`src/rtl/assert_macros.svh`:
```
// assertion helpers used by the allocator top level
// depends on clk_i and rst_ni being visible where a macro is used
`ifndef ASSERT_MACROS_SVH
`define ASSERT_MACROS_SVH

// property checked on every rising clock edge outside reset
`define ASSERT_ALWAYS(label, prop) \
  label: assert property (@(posedge clk_i) disable iff (!rst_ni) (prop)) \
    else $error("assertion failed");

// implication checked on every rising clock edge outside reset
`define ASSERT_IMPLY(label, ante, cons) \
  label: assert property (@(posedge clk_i) disable iff (!rst_ni) (ante) |-> (cons)) \
    else $error("assertion failed");

`endif

```
`src/rtl/ffea_pkg.sv`:
```
// types and codes of the first-fit extent allocator
// no dependencies
package ffea_pkg;

  typedef enum logic [1:0] {
    CMD_ALLOC = 2'd0,
    CMD_FREE  = 2'd1,
    CMD_CLEAR = 2'd2,
    CMD_QUERY = 2'd3
  } cmd_e;

  typedef enum logic [1:0] {
    ST_OK       = 2'd0,
    ST_NOSPACE  = 2'd1,
    ST_ZEROFREE = 2'd2,
    ST_FULL     = 2'd3
  } status_e;

  typedef struct packed {
    logic [1:0]  command;
    logic [31:0] request_size;
    logic [31:0] request_offset;
  } req_t;

  typedef struct packed {
    logic        ok;
    logic [1:0]  status;
    logic [31:0] granted_offset;
    logic [31:0] free_total;
  } rsp_t;

  localparam logic [31:0] TotalSpaceReset = 32'd65536;

  function automatic logic [31:0] sat_add(input logic [31:0] a, input logic [31:0] b);
    logic [32:0] s;
    s = {1'b0, a} + {1'b0, b};
    return s[32] ? 32'hFFFF_FFFF : s[31:0];
  endfunction

  // exact end-of-extent compare, no wrap
  function automatic logic touches(input logic [31:0] s, input logic [31:0] l,
                                   input logic [31:0] nxt);
    return ({1'b0, s} + {1'b0, l}) == {1'b0, nxt};
  endfunction

endpackage

```
`src/rtl/ffea_ram.sv`:
```
// generic simple dual-port ram, one write and one registered read port
// no dependencies
module ffea_ram #(
  parameter int Width = 64,
  parameter int Depth = 64
) (
  input  logic                     clk_i,
  input  logic                     we_i,
  input  logic [$clog2(Depth)-1:0] waddr_i,
  input  logic [Width-1:0]         wdata_i,
  input  logic                     re_i,
  input  logic [$clog2(Depth)-1:0] raddr_i,
  output logic [Width-1:0]         rdata_o
);
  logic [Width-1:0] mem_q [Depth];
  logic [Width-1:0] rdata_q;

  always_ff @(posedge clk_i) begin
    if (we_i) begin
      mem_q[waddr_i] <= wdata_i;
    end
    if (re_i) begin
      rdata_q <= mem_q[raddr_i];
    end
  end

  assign rdata_o = rdata_q;
endmodule

```
`src/rtl/first_fit_extent_allocator_unit.sv`:
```
// first-fit extent allocator: top level, command sequencer and config register
// depends on ffea_pkg, ffea_ram and assert_macros.svh
//
// usage: one request beat on in_i (command, size, offset) gives one response
// beat on out_o. allocate takes space from the first free extent big enough,
// free inserts or grows an extent and merges neighbors, clear restores one
// extent of total_space, query reports the free total (every response has it).
// each request other than clear streams the extent table through the ram:
// a read state and an update state per stored extent, and a free that adds
// an extent apart from the next one reads that next extent again. the pace is
// set by the single read port of the extent ram. one request is in work at a
// time; a response waits in the output register while the receiver stalls,
// and the next request is taken once the previous one has been processed.
// after reset the S_INIT state writes the single extent (0, 65536) into the
// ram; in_ready_o is low in that state. total_space is written over the
// apb port at any address and only takes effect at the next clear.
`include "assert_macros.svh"

module first_fit_extent_allocator_unit #(
  parameter int MAX_EXTENTS = 64
) (
  input  logic          clk_i,
  input  logic          rst_ni,
  input  logic          in_valid_i,
  output logic          in_ready_o,
  input  ffea_pkg::req_t in_i,
  output logic          out_valid_o,
  input  logic          out_ready_i,
  output ffea_pkg::rsp_t out_o,
  input  logic          psel,
  input  logic          penable,
  input  logic          pwrite,
  input  logic [1:0]    paddr,
  input  logic [31:0]   pwdata,
  output logic [31:0]   prdata,
  output logic          pready
);
  import ffea_pkg::*;

  localparam int AW = $clog2(MAX_EXTENTS);
  localparam int CW = $clog2(MAX_EXTENTS + 1);
  localparam int SW = 32 + $clog2(MAX_EXTENTS);

  localparam logic [2:0] S_INIT = 3'd0;
  localparam logic [2:0] S_IDLE = 3'd1;
  localparam logic [2:0] S_RD   = 3'd2;
  localparam logic [2:0] S_PR   = 3'd3;
  localparam logic [2:0] S_END  = 3'd4;
  localparam logic [2:0] S_FL   = 3'd5;
  localparam logic [2:0] S_CLR  = 3'd6;
  localparam logic [2:0] S_RSP  = 3'd7;

  logic [2:0]    state_q, state_d;
  logic [31:0]   total_q;
  logic [CW-1:0] count_q, count_d, j_q, j_d, w_q, w_d;
  logic          p_vld_q, p_vld_d, done_q, done_d, mn_q, mn_d;
  logic [31:0]   p_start_q, p_start_d, p_len_q, p_len_d;
  logic [1:0]    cmd_q, cmd_d;
  logic [31:0]   size_q, size_d, off_q, off_d, grant_q, grant_d;
  status_e       status_q, status_d;
  logic [SW-1:0] sum_q, sum_d;
  rsp_t          out_q, out_d;
  logic          out_vld_q, out_vld_d;

  logic          we, re;
  logic [AW-1:0] waddr, raddr;
  logic [63:0]   wdata, rdata;
  logic [31:0]   e_start, e_len;
  logic          do_push, adv, consumed, full;
  logic [31:0]   push_start, push_len, n_len;

  assign pready = 1'b1;
  assign prdata = total_q;

  always_ff @(posedge clk_i or negedge rst_ni) begin
    if (!rst_ni) begin
      total_q <= TotalSpaceReset;
    end else if (psel && penable && pwrite && paddr[1] == 1'b0) begin
      total_q <= pwdata;
    end else if (psel && penable && pwrite) begin
      total_q <= pwdata;
    end
  end

  ffea_ram #(.Width(64), .Depth(MAX_EXTENTS)) u_ram (
    .clk_i   (clk_i),
    .we_i    (we),
    .waddr_i (waddr),
    .wdata_i (wdata),
    .re_i    (re),
    .raddr_i (raddr),
    .rdata_o (rdata)
  );

  assign e_start = rdata[63:32];
  assign e_len   = rdata[31:0];
  assign full    = (count_q == CW'(MAX_EXTENTS));
  assign raddr   = j_q[AW-1:0];
  assign re      = (state_q == S_RD);
  assign in_ready_o  = (state_q == S_IDLE);
  assign out_valid_o = out_vld_q;
  assign out_o       = out_q;

  always_comb begin
    state_d   = state_q;
    count_d   = count_q;
    j_d       = j_q;
    w_d       = w_q;
    p_vld_d   = p_vld_q;
    p_start_d = p_start_q;
    p_len_d   = p_len_q;
    done_d    = done_q;
    mn_d      = mn_q;
    cmd_d     = cmd_q;
    size_d    = size_q;
    off_d     = off_q;
    grant_d   = grant_q;
    status_d  = status_q;
    sum_d     = sum_q;
    out_d     = out_q;
    out_vld_d = out_vld_q && !out_ready_i;
    we        = 1'b0;
    waddr     = w_q[AW-1:0];
    wdata     = {p_start_q, p_len_q};
    do_push   = 1'b0;
    push_start = e_start;
    push_len   = e_len;
    adv       = 1'b1;
    consumed  = 1'b0;
    n_len     = size_q;

    unique case (state_q)
      S_INIT: begin
        we      = 1'b1;
        waddr   = '0;
        wdata   = {32'd0, TotalSpaceReset};
        state_d = S_IDLE;
      end
      S_IDLE: begin
        if (in_valid_i) begin
          cmd_d   = in_i.command;
          size_d  = in_i.request_size;
          off_d   = in_i.request_offset;
          j_d     = '0;
          w_d     = '0;
          p_vld_d = 1'b0;
          mn_d    = 1'b0;
          sum_d   = '0;
          grant_d = '0;
          done_d  = 1'b1;
          status_d = ST_OK;
          if (in_i.command == CMD_ALLOC) begin
            done_d   = 1'b0;
            status_d = ST_NOSPACE;
          end else if (in_i.command == CMD_FREE) begin
            if (in_i.request_size == 32'd0) begin
              status_d = ST_ZEROFREE;
            end else begin
              done_d = 1'b0;
            end
          end
          if (in_i.command == CMD_CLEAR) begin
            state_d = S_CLR;
          end else if (count_q == '0) begin
            state_d = S_END;
          end else begin
            state_d = S_RD;
          end
        end
      end
      S_RD: begin
        state_d = S_PR;
      end
      S_PR: begin
        mn_d = 1'b0;
        if (!done_q) begin
          if (cmd_q == CMD_ALLOC) begin
            if (e_len == size_q) begin
              grant_d  = e_start;
              status_d = ST_OK;
              done_d   = 1'b1;
            end else if (e_len > size_q) begin
              do_push    = 1'b1;
              push_start = e_start + size_q;
              push_len   = e_len - size_q;
              grant_d    = e_start;
              status_d   = ST_OK;
              done_d     = 1'b1;
            end else begin
              do_push = 1'b1;
            end
          end else begin
            if (e_start == off_q) begin
              do_push  = 1'b1;
              push_len = sat_add(e_len, size_q);
              mn_d     = 1'b1;
              done_d   = 1'b1;
            end else if (e_start > off_q) begin
              done_d = 1'b1;
              if (full) begin
                status_d = ST_FULL;
                do_push  = 1'b1;
              end else begin
                // new extent absorbs the one after it, then the one before absorbs it
                consumed = touches(off_q, size_q, e_start);
                n_len    = consumed ? sat_add(size_q, e_len) : size_q;
                if (p_vld_q && touches(p_start_q, p_len_q, off_q)) begin
                  p_len_d = sat_add(p_len_q, n_len);
                end else begin
                  do_push    = 1'b1;
                  push_start = off_q;
                  push_len   = n_len;
                end
                // current extent still to be written: read it again
                adv = consumed;
              end
            end else begin
              do_push = 1'b1;
            end
          end
        end else if (mn_q && p_vld_q && touches(p_start_q, p_len_q, e_start)) begin
          p_len_d = sat_add(p_len_q, e_len);
        end else begin
          do_push = 1'b1;
        end
        if (adv) begin
          j_d = j_q + CW'(1);
        end
        state_d = ((adv ? j_q + CW'(1) : j_q) < count_q) ? S_RD : S_END;
      end
      S_END: begin
        if (cmd_q == CMD_FREE && !done_q) begin
          if (full) begin
            status_d = ST_FULL;
          end else if (p_vld_q && touches(p_start_q, p_len_q, off_q)) begin
            p_len_d = sat_add(p_len_q, size_q);
          end else begin
            do_push    = 1'b1;
            push_start = off_q;
            push_len   = size_q;
          end
        end
        state_d = S_FL;
      end
      S_FL: begin
        if (p_vld_q) begin
          we      = 1'b1;
          sum_d   = sum_q + SW'(p_len_q);
          count_d = w_q + CW'(1);
        end else begin
          count_d = w_q;
        end
        state_d = S_RSP;
      end
      S_CLR: begin
        we      = 1'b1;
        waddr   = '0;
        wdata   = {32'd0, total_q};
        count_d = CW'(1);
        sum_d   = SW'(total_q);
        state_d = S_RSP;
      end
      S_RSP: begin
        if (!out_vld_q || out_ready_i) begin
          out_d.ok             = (status_q == ST_OK);
          out_d.status         = status_q;
          out_d.granted_offset = (status_q == ST_OK) ? grant_q : 32'd0;
          out_d.free_total     = (sum_q[SW-1:32] != '0) ? 32'hFFFF_FFFF : sum_q[31:0];
          out_vld_d            = 1'b1;
          state_d              = S_IDLE;
        end
      end
      default: state_d = S_IDLE;
    endcase

    // pending extent goes to the ram, new one takes its place
    if (do_push) begin
      if (p_vld_q) begin
        we    = 1'b1;
        waddr = w_q[AW-1:0];
        wdata = {p_start_q, p_len_q};
        w_d   = w_q + CW'(1);
        sum_d = sum_q + SW'(p_len_q);
      end
      p_vld_d   = 1'b1;
      p_start_d = push_start;
      p_len_d   = push_len;
    end
  end

  always_ff @(posedge clk_i or negedge rst_ni) begin
    if (!rst_ni) begin
      state_q   <= S_INIT;
      count_q   <= CW'(1);
      j_q       <= '0;
      w_q       <= '0;
      p_vld_q   <= 1'b0;
      done_q    <= 1'b0;
      mn_q      <= 1'b0;
      out_vld_q <= 1'b0;
      status_q  <= ST_OK;
    end else begin
      state_q   <= state_d;
      count_q   <= count_d;
      j_q       <= j_d;
      w_q       <= w_d;
      p_vld_q   <= p_vld_d;
      done_q    <= done_d;
      mn_q      <= mn_d;
      out_vld_q <= out_vld_d;
      status_q  <= status_d;
    end
  end

  always_ff @(posedge clk_i) begin
    p_start_q <= p_start_d;
    p_len_q   <= p_len_d;
    cmd_q     <= cmd_d;
    size_q    <= size_d;
    off_q     <= off_d;
    grant_q   <= grant_d;
    sum_q     <= sum_d;
    out_q     <= out_d;
  end

  `ASSERT_ALWAYS(a_count_bound, count_q <= CW'(MAX_EXTENTS))
  `ASSERT_IMPLY(a_write_behind_read, we && (state_q == S_PR || state_q == S_END),
                {1'b0, waddr} <= {1'b0, j_q[AW-1:0]} || j_q == CW'(MAX_EXTENTS))
  `ASSERT_IMPLY(a_ok_matches_status, out_valid_o, out_o.ok == (out_o.status == ST_OK))
  `ASSERT_IMPLY(a_no_read_when_idle, state_q == S_IDLE, !re && !we)
endmodule
```
`config.mk`:
```
export PLATFORM = sky130hd
export DESIGN_NAME = first_fit_extent_allocator_unit
export DESIGN_NICKNAME = d
export VERILOG_FILES = /design/src/rtl/ffea_pkg.sv /design/src/rtl/ffea_ram.sv /design/src/rtl/first_fit_extent_allocator_unit.sv
export VERILOG_INCLUDE_DIRS = /design/src /design/src/rtl
export SDC_FILE = /design/constraint.sdc
export NUM_CORES = 2
export LEC_CHECK = 0
export BUFFER_PORTS_ARGS = -buffer_cell sky130_fd_sc_hd__buf_4
export CAP_MARGIN = 25
export CORE_MARGIN = 3
export CORE_UTILIZATION = 50
export CTS_BUF_LIST = sky130_fd_sc_hd__clkbuf_4 sky130_fd_sc_hd__clkbuf_8 sky130_fd_sc_hd__clkbuf_16
export DETAILED_ROUTE_END_ITERATION = 7
export PLACE_DENSITY = 0.73
export SLEW_MARGIN = 20
export SYNTH_ARGS = -nofsm -noshare
export SYNTH_HDL_FRONTEND = slang
export SYNTH_HIERARCHICAL = 1
export SYNTH_SLANG_ARGS = --single-unit
export TNS_END_PERCENT = 5
```
`constraint.sdc`:
```
create_clock -name clk_i -period 23.8 [get_ports clk_i]
set_input_delay 2.38 -clock clk_i [delete_from_list [all_inputs] [get_ports clk_i]]
set_output_delay 2.38 -clock clk_i [all_outputs]
set_load 0.03 [all_outputs]
```
==> After elaboration in Yosys (flattened, before gate mapping) <==
Memory sizes are Yosys's and may differ from the RTL's. A register that Yosys moved wholly into a read port is not among the register bits.
Index checks and enable logic that the tools add are counted.
{ "classes": {"n_mux": 129, "add_sub_neg": 11, "bitwise_logic": 1, "order_cmp": 3, "n_reduce_logical": 36, "eq_ne": 34} }
{ "op_table": {"columns": ["cell", "n"], "rows": [
  ["$mux 32", 43],
  ["$pmux 32 s2", 4],
  ["$add 32x32->33", 6],
  ["$mux 38", 4],
  ["$mux 64", 2],
  ["$pmux 64 s2", 1],
  ["$pmux 38 s3", 1],
  ["$eq 33x32->1", 3],
  ["$eq 32x32->1", 2],
  ["$gt 32x32->1", 2],
  ["$mux 7", 7],
  ["$mux 1", 39],
  ["$add 38x32->38", 1],
  ["$add 32x32->32", 1],
  ["$logic_not 32->1", 1],
  ["$sub 32x32->32", 1],
  ["$ne 4x4->1 const B", 7],
  ["$pmux 7 s2", 2],
  ["$mux 2", 12],
  ["$pmux 3 s7", 1],
  ["$mux 6", 3],
  ["$ne 3x3->1 const B", 6],
  ["$mux 3", 5],
  ["$add 7x1->7 const B", 2],
  ["25 further kinds", 58]
]} }
{ "totals": {"output_inout_bits": 102, "input_bits": 107, "mem_bits_rw": 4096, "wordCells": 236, "n_memories": 1, "ff_bits": 329} }
{ "mem_list": {"columns": ["memory", "words", "word_bits", "read_ports", "rd_clocked_by_memory_dff", "wr", "line", "text"], "rows": [
  ["u_ram.mem_q", 64, 64, 1, 1, 1, "ffea_ram.sv:15", "logic [Width-1:0] mem_q [Depth];"]
]} }

==> Logic depth before layout (Yosys ltp) <==
{ "logic_depth": {"ltp_word": 13, "ltp_mapped": 32, "mapped_depth_nobuf": 30} }

==> By module <==
Netlist, hierarchy kept.
{ "modules_own_cells": {"columns": ["module", "area_each_um2", "seq_area_each_um2", "n_inst", "cells_each"], "rows": [
  ["ffea_ram", 157528.6, 124919.8, 1, 6812],
  ["first_fit_extent_allocator_unit", 35158.7, 9191.3, 1, 4217]
]} }

==> Worst setup path after synthesis <==
Ideal clock, no wire load.
{ "synth_path": {"path_type": "register to register", "start": "reg p_len_q[1]", "end": "mem u_ram.mem_q[48][0], enable pin", "path_slack_ps": 14772, "setup_time_ps": 565, "period_less_slack_ps": 9028, "path_buffers": 3, "arrival_ps": 8463, "path_stages_with_launch": 19, "t_required_ps": 23235, "path_cell_list": "edfxtp_1 inv_1 fa_1 nand2b_1 a211oi_4 o21ai_1 buf_2 a31oi_1 o31ai_1 xnor2_1 o211ai_1 nor3_4 nor3_1 buf_2 o41ai_4 buf_2 nand2_1 nand2_1 nor3_1"} }
{ "synth_between": {"elab_chain_len": 13, "word_cells_on_any_way": 19, "cone_classes": "add/sub (1); eq/ne (2); mux (14); reduce/logical (2)"} }
{ "synth_lines": {"columns": ["element", "line", "text"], "rows": [
  ["start: declaration", "first_fit_extent_allocator_unit.sv:57", "logic [31:0] p_start_q, p_start_d, p_len_q, p_len_d;"],
  ["start signal: assignment", "first_fit_extent_allocator_unit.sv:317", "p_len_q <= p_len_d;"],
  ["$add 32x32->33 *", "ffea_pkg.sv:43", "return ({1'b0, s} + {1'b0, l}) == {1'b0, nxt};"],
  ["$eq 33x32->1", "ffea_pkg.sv:43", null],
  ["$logic_and 1x1->1", "first_fit_extent_allocator_unit.sv:207, first_fit_extent_allocator_unit.sv:235", null],
  ["$mux 1", "first_fit_extent_allocator_unit.sv:207, first_fit_extent_allocator_unit.sv:235", null],
  ["$mux 1", "first_fit_extent_allocator_unit.sv:200", "if (full) begin"],
  ["$mux 1", "first_fit_extent_allocator_unit.sv:198", "end else if (e_start > off_q) begin"],
  ["$mux 1", "first_fit_extent_allocator_unit.sv:193", "if (e_start == off_q) begin"],
  ["$mux 1", "first_fit_extent_allocator_unit.sv:177", "if (cmd_q == CMD_ALLOC) begin"],
  ["$mux 1", "first_fit_extent_allocator_unit.sv:176", "if (!done_q) begin"],
  ["$pmux 1 s2 *", "first_fit_extent_allocator_unit.sv:132", "unique case (state_q)"],
  ["$mux 1 *", "first_fit_extent_allocator_unit.sv:277", "if (do_push) begin"],
  ["net we", "first_fit_extent_allocator_unit.sv:65", "logic we, re;"],
  ["$mux 1 *", "ffea_ram.sv:19", "if (we_i) begin"],
  ["$mux 1 (not written as such) *", "ffea_ram.sv:20", "mem_q[waddr_i] <= wdata_i;"],
  ["end: declaration", "ffea_ram.sv:15", null]
]} }
Mark *: on every way through the listed nets, which the timed path passes. The rest lies on a longest branch.

==> Worst setup path after layout <==
{ "layout_path": {"start": "reg size_q[1]", "end": "reg p_len_q[26], data pin"} }
{ "layout_between": {"elab_chain_len": 13, "word_cells_on_any_way": 36, "cone_classes": "add/sub (5); order compare (1); eq/ne (2); mux (28)"} }
{ "layout_lines": {"columns": ["element", "line", "text"], "rows": [
  ["start: declaration", "first_fit_extent_allocator_unit.sv:59", "logic [31:0] size_q, size_d, off_q, off_d, grant_q, grant_d;"],
  ["start signal: assignment", "first_fit_extent_allocator_unit.sv:319", "size_q <= size_d;"],
  ["$add 32x32->33 (on tied branches)", "ffea_pkg.sv:43, ffea_pkg.sv:36", null],
  ["$eq 33x32->1 or $mux 32 (tied branches)", "ffea_pkg.sv:43, ffea_pkg.sv:37", null],
  ["$mux 32", "first_fit_extent_allocator_unit.sv:206", "n_len = consumed ? sat_add(size_q, e_len) : size_q;"],
  ["$add 32x32->33", "ffea_pkg.sv:36", "s = {1'b0, a} + {1'b0, b};"],
  ["$mux 32", "ffea_pkg.sv:37", "return s[32] ? 32'hFFFF_FFFF : s[31:0];"],
  ["$mux 32", "first_fit_extent_allocator_unit.sv:207", "if (p_vld_q && touches(p_start_q, p_len_q, off_q)) begin"],
  ["$mux 32", "first_fit_extent_allocator_unit.sv:200", null],
  ["$mux 32", "first_fit_extent_allocator_unit.sv:198", null],
  ["$mux 32", "first_fit_extent_allocator_unit.sv:193", null],
  ["$mux 32", "first_fit_extent_allocator_unit.sv:177", null],
  ["$mux 32", "first_fit_extent_allocator_unit.sv:176", null],
  ["$pmux 32 s2", "first_fit_extent_allocator_unit.sv:132", null],
  ["$mux 32 *", "first_fit_extent_allocator_unit.sv:277", null],
  ["net p_len_d[26]", "first_fit_extent_allocator_unit.sv:57", null]
]} }
Mark *: on every way through the listed nets, which the timed path passes. The rest lies on a longest branch. The select of a mux whose other input is x is not followed.
A chain may end at the register's enable or synchronous reset.

==> impl_metrics.csv <==
group,metric,value,unit
drt,routed_wl,589000,microns
global_route,grt.total_usage,29.8,%
clock_network,cts.path.max_buffers,4,
layout,stdcell_count,16800,
global_route,grt_overflow_total,0,
sta,timing.setup.tns,0,ps
clock_network,ctsResizeCount,0,
clock_network,cts_tree,"built",
floorplanning,dieArea,393000,sq um
yosys,syn_area_per_cell,17.5,sq um
sta,fin_crit_sh,47.7,%
power_and_ir_drop,power_frac_seq,39.4,%
sta,holdWs,493,ps
run_status,violations,"design-rule violations",
place,dp_cells,16000,
drt,ant_nets,0,
yosys,yosysTopAreaCellShare,68.4,%
layout,drive_gt1_share,21.7,%
yosys,synth_common_cells,"4,389 x edfxtp_1, 1,024 x mux4_2, 508 x nand2_1",
power_and_ir_drop,powerDensity,131,nW/um^2
sta,hold_viol_final,0,
yosys,synth_flop_cell,"edfxtp_1",
layout,stdcell_area,216000,sq um
layout,finalCoreUtilization,56.4,%
floorplanning,core_area,383000,sq um
power_and_ir_drop,sw_frac_of_total,36.0,%
sta,fmax,0.0880,GHz
power_and_ir_drop,p_int,18.1,mW
sta,worst_pin_slew,1190,ps
floorplanning,die_height,627,microns
clock_network,hold_buffers,0,
clock_network,cts.root.buffer_cell,"clkbuf_16",
sta,slew_violations,0,
yosys,synth-seq-cells,4489,
floorplanning,die_w,627,microns
global_route,antenna_found_initial,34,
worst_setup_path,crit_path_max_fanout,13,
layout,area_growth_syn_to_layout,12.1,%
yosys,synth_nets,11500,
place,place_congestion,0.959,
yosys,synth_top_area_cell,"edfxtp_1",
yosys,yosysUniqueCellTypes,99,
yosys,synth.area.top_cells,"edfxtp_1 68%, mux4_2 12%, ha_1 2.1%",
place,port_buffers,205,
clock_network,postCtsSetupBuffers,0,
global_route,grt_first_pass_wirelength,834000,microns
sta,setup_viol_count_final,0,
worst_setup_path,crit_path_end_kind,"flop",
sta,relSlewSlack,20.5,%
power_and_ir_drop,power.switching,10.2,mW
global_route,grt_max_degree,142,
drt,drt_iter0_drc,15700,
worst_setup_path,worstSetupStartpointType,"flop",
worst_setup_path,path_common_cell,"nand3_1",
drt,drt_pass1_iterations,8,
worst_setup_path,worstSetupPathType,"flop to flop",
place,hpwlAfterDp,367000,microns
clock_network,insertion_delay,1000,ps
drt,vias,112000,
yosys,synthCells,11000,
yosys,syn_area,193000,sq um
hold_path,min_path_type,"flop to flop",
worst_setup_path,arrival,12040,ps
worst_setup_path,worst_path_max_delay_cell,"nor2_2",
floorplanning,num_io_pins,209,
clock_network,clkSlewWorstSetupHoldPaths,60,ps
yosys,seq_area_frac_synth,69.6,%
power_and_ir_drop,power_frac_clock,24.0,%
floorplanning,initial_utilization,50.3,%
place,place_area,201000,sq um
sta,skew,67.5,ps
sta,period_needed,11360,ps
power_and_ir_drop,p_leak,69.4,nW
clock_network,cts_max_level,5,
drt,wire_per_inst,35.0,microns
floorplanning,row_count,227,
hold_path,worstHoldStart,"count_q[4]",
run,cap_violations,0,
yosys,ys_warn_count,6,
worst_setup_path,r2r_start,"size_q[1]",
clock_network,cts-buffers-inserted,431,
clock_network,clkSinkCount,4489,
global_route,grt_pass1_vias,111000,
yosys,synth_edf_count,4389,
yosys,synth.most_common_cell,"edfxtp_1",
worst_setup_path,required,24480,ps
worst_setup_path,setup.worst_path.start,"size_q[1]",
drt,routed_via_density,6.65,
power_and_ir_drop,comb_power_share,36.5,%
sta,rsz0062_at_grt,"no",
power_and_ir_drop,peakVddDrop,0.101,mV
drt,drc,1,
layout,layout.nets,11900,
run_status,status,"finished, violations left",
yosys,ys_async_sr_fraction,1.38,%
worst_setup_path,slowest_delay,740,ps
per-stage QoR:
stage	total power, mW	setup slack, ps
finish	28.2	12440
global route	29.3	12230
CTS	28.1	12600
detailed placement	21.3	12690
global placement	21.1	12470
floorplan	17.7	14770
power by group through the flow:
| stage | logic (mW) | clock network [mW] | registers, mW |
|---|---|---|---|
| after CTS | 10.1 | 6.85 | 11.1 |
| after detailed placement | 10.0 | 0 | 11.3 |
| after global routing | 11.0 | 7.16 | 11.1 |
| after global placement | 9.80 | 0 | 11.3 |
| after floorplan | 6.63 | 0 | 11.1 |
| final | 10.3 | 6.78 | 11.1 |
critical path, delay by kind of cell, from the launching register on:
| family | cells | cell delay [ps] |
|---|---|---|
| flops | 1 | 680 |
| buf+inv | 3 | 1000 |
| fa+ha+maj | 2 | 910 |
| simple gates | 11 | 3980 |
| mux | 2 | 860 |
| compound gates | 11 | 3590 |
layer usage:
| metal | up-vias | track usage, % | share of wire (%) |
|---|---|---|---|
| met5 | - | 0 | 0.031 |
| met4 | 26 | 12.8 | 5.0 |
| met3 | 1149 | 6.43 | 11 |
| met2 | 7011 | 47.6 | 47 |
| met1 | 57800 | 39.9 | 37 |
| li1 | 45900 | - | - |
flip-flops by register name (all words and copies together) (netlist names):
register / count
u_ram/rdata_o: 64
off_q: 32
state_q: 3
mn_q: 1
sum_q: 38
p_vld_q: 1
p_start_q: 32
p_len_q: 32
count_q: 7
out_o: 67
j_q: 7
done_q: 1
u_ram/mem_q: 4096
status_q: 2
out_valid_o: 1
size_q: 32
prdata: 32
grant_q: 32
cmd_q: 2
w_q: 7
cell families (layout without fill, tap and decap cells):
group / after synthesis / count (layout) / synth area share, %
flops: 4489 / 4489 / 69.6
simple gates: 2022 / 2022 / 5.22
compound gates: 1842 / 1842 / 6.52
mux: 1246 / 1246 / 13.2
buf+inv: 786 / 1513 / 1.83
fa+ha+maj: 336 / 336 / 2.22
xor+xnor: 307 / 307 / 1.47
other cells: 1 / 13 / 0.00195
layout by cell type, fill, tap and decap left out, drive strengths merged, types with 184 or more instances in the layout:
cell type     n
clkinv      184
inv         201
nor2        410
edfxtp     4389
mux4       1024
ha          327
nand2       508
a21oi       369
o21ai       297
buf         548
clkbuf      528
nand3       277
path summary, 6_finish.rpt:
kind | end | slack (ps) | cells past startpoint
min in group asynchronous | out_valid_o | 1520 | 1
worst max-delay path | p_len_q[26] | 12440 | 29
worst max register to register | p_len_q[26] | 12440 | 29
worst min-delay path | count_q[4] | 490 | 2
max in group asynchronous | j_q[2] | 21560 | 1
worst min register to register | count_q[4] | 490 | 2
area by class of cell:
| type | instances | area (sq um) |
|---|---|---|
| Fill cell | 28000 | 167000 |
| Clock inverter | 251 | 2310 |
| Inverter | 186 | 701 |
| Timing Repair Buffer | 548 | 4880 |
| Sequential cell | 4489 | 134000 |
| Clock buffer | 528 | 11600 |
| Multi-Input combinational cell | 5754 | 56000 |
| Tap cell | 5038 | 6300 |
| Antenna cell | 12 | 30.0 |
Note: power is estimated with default switching activity, not from simulation.
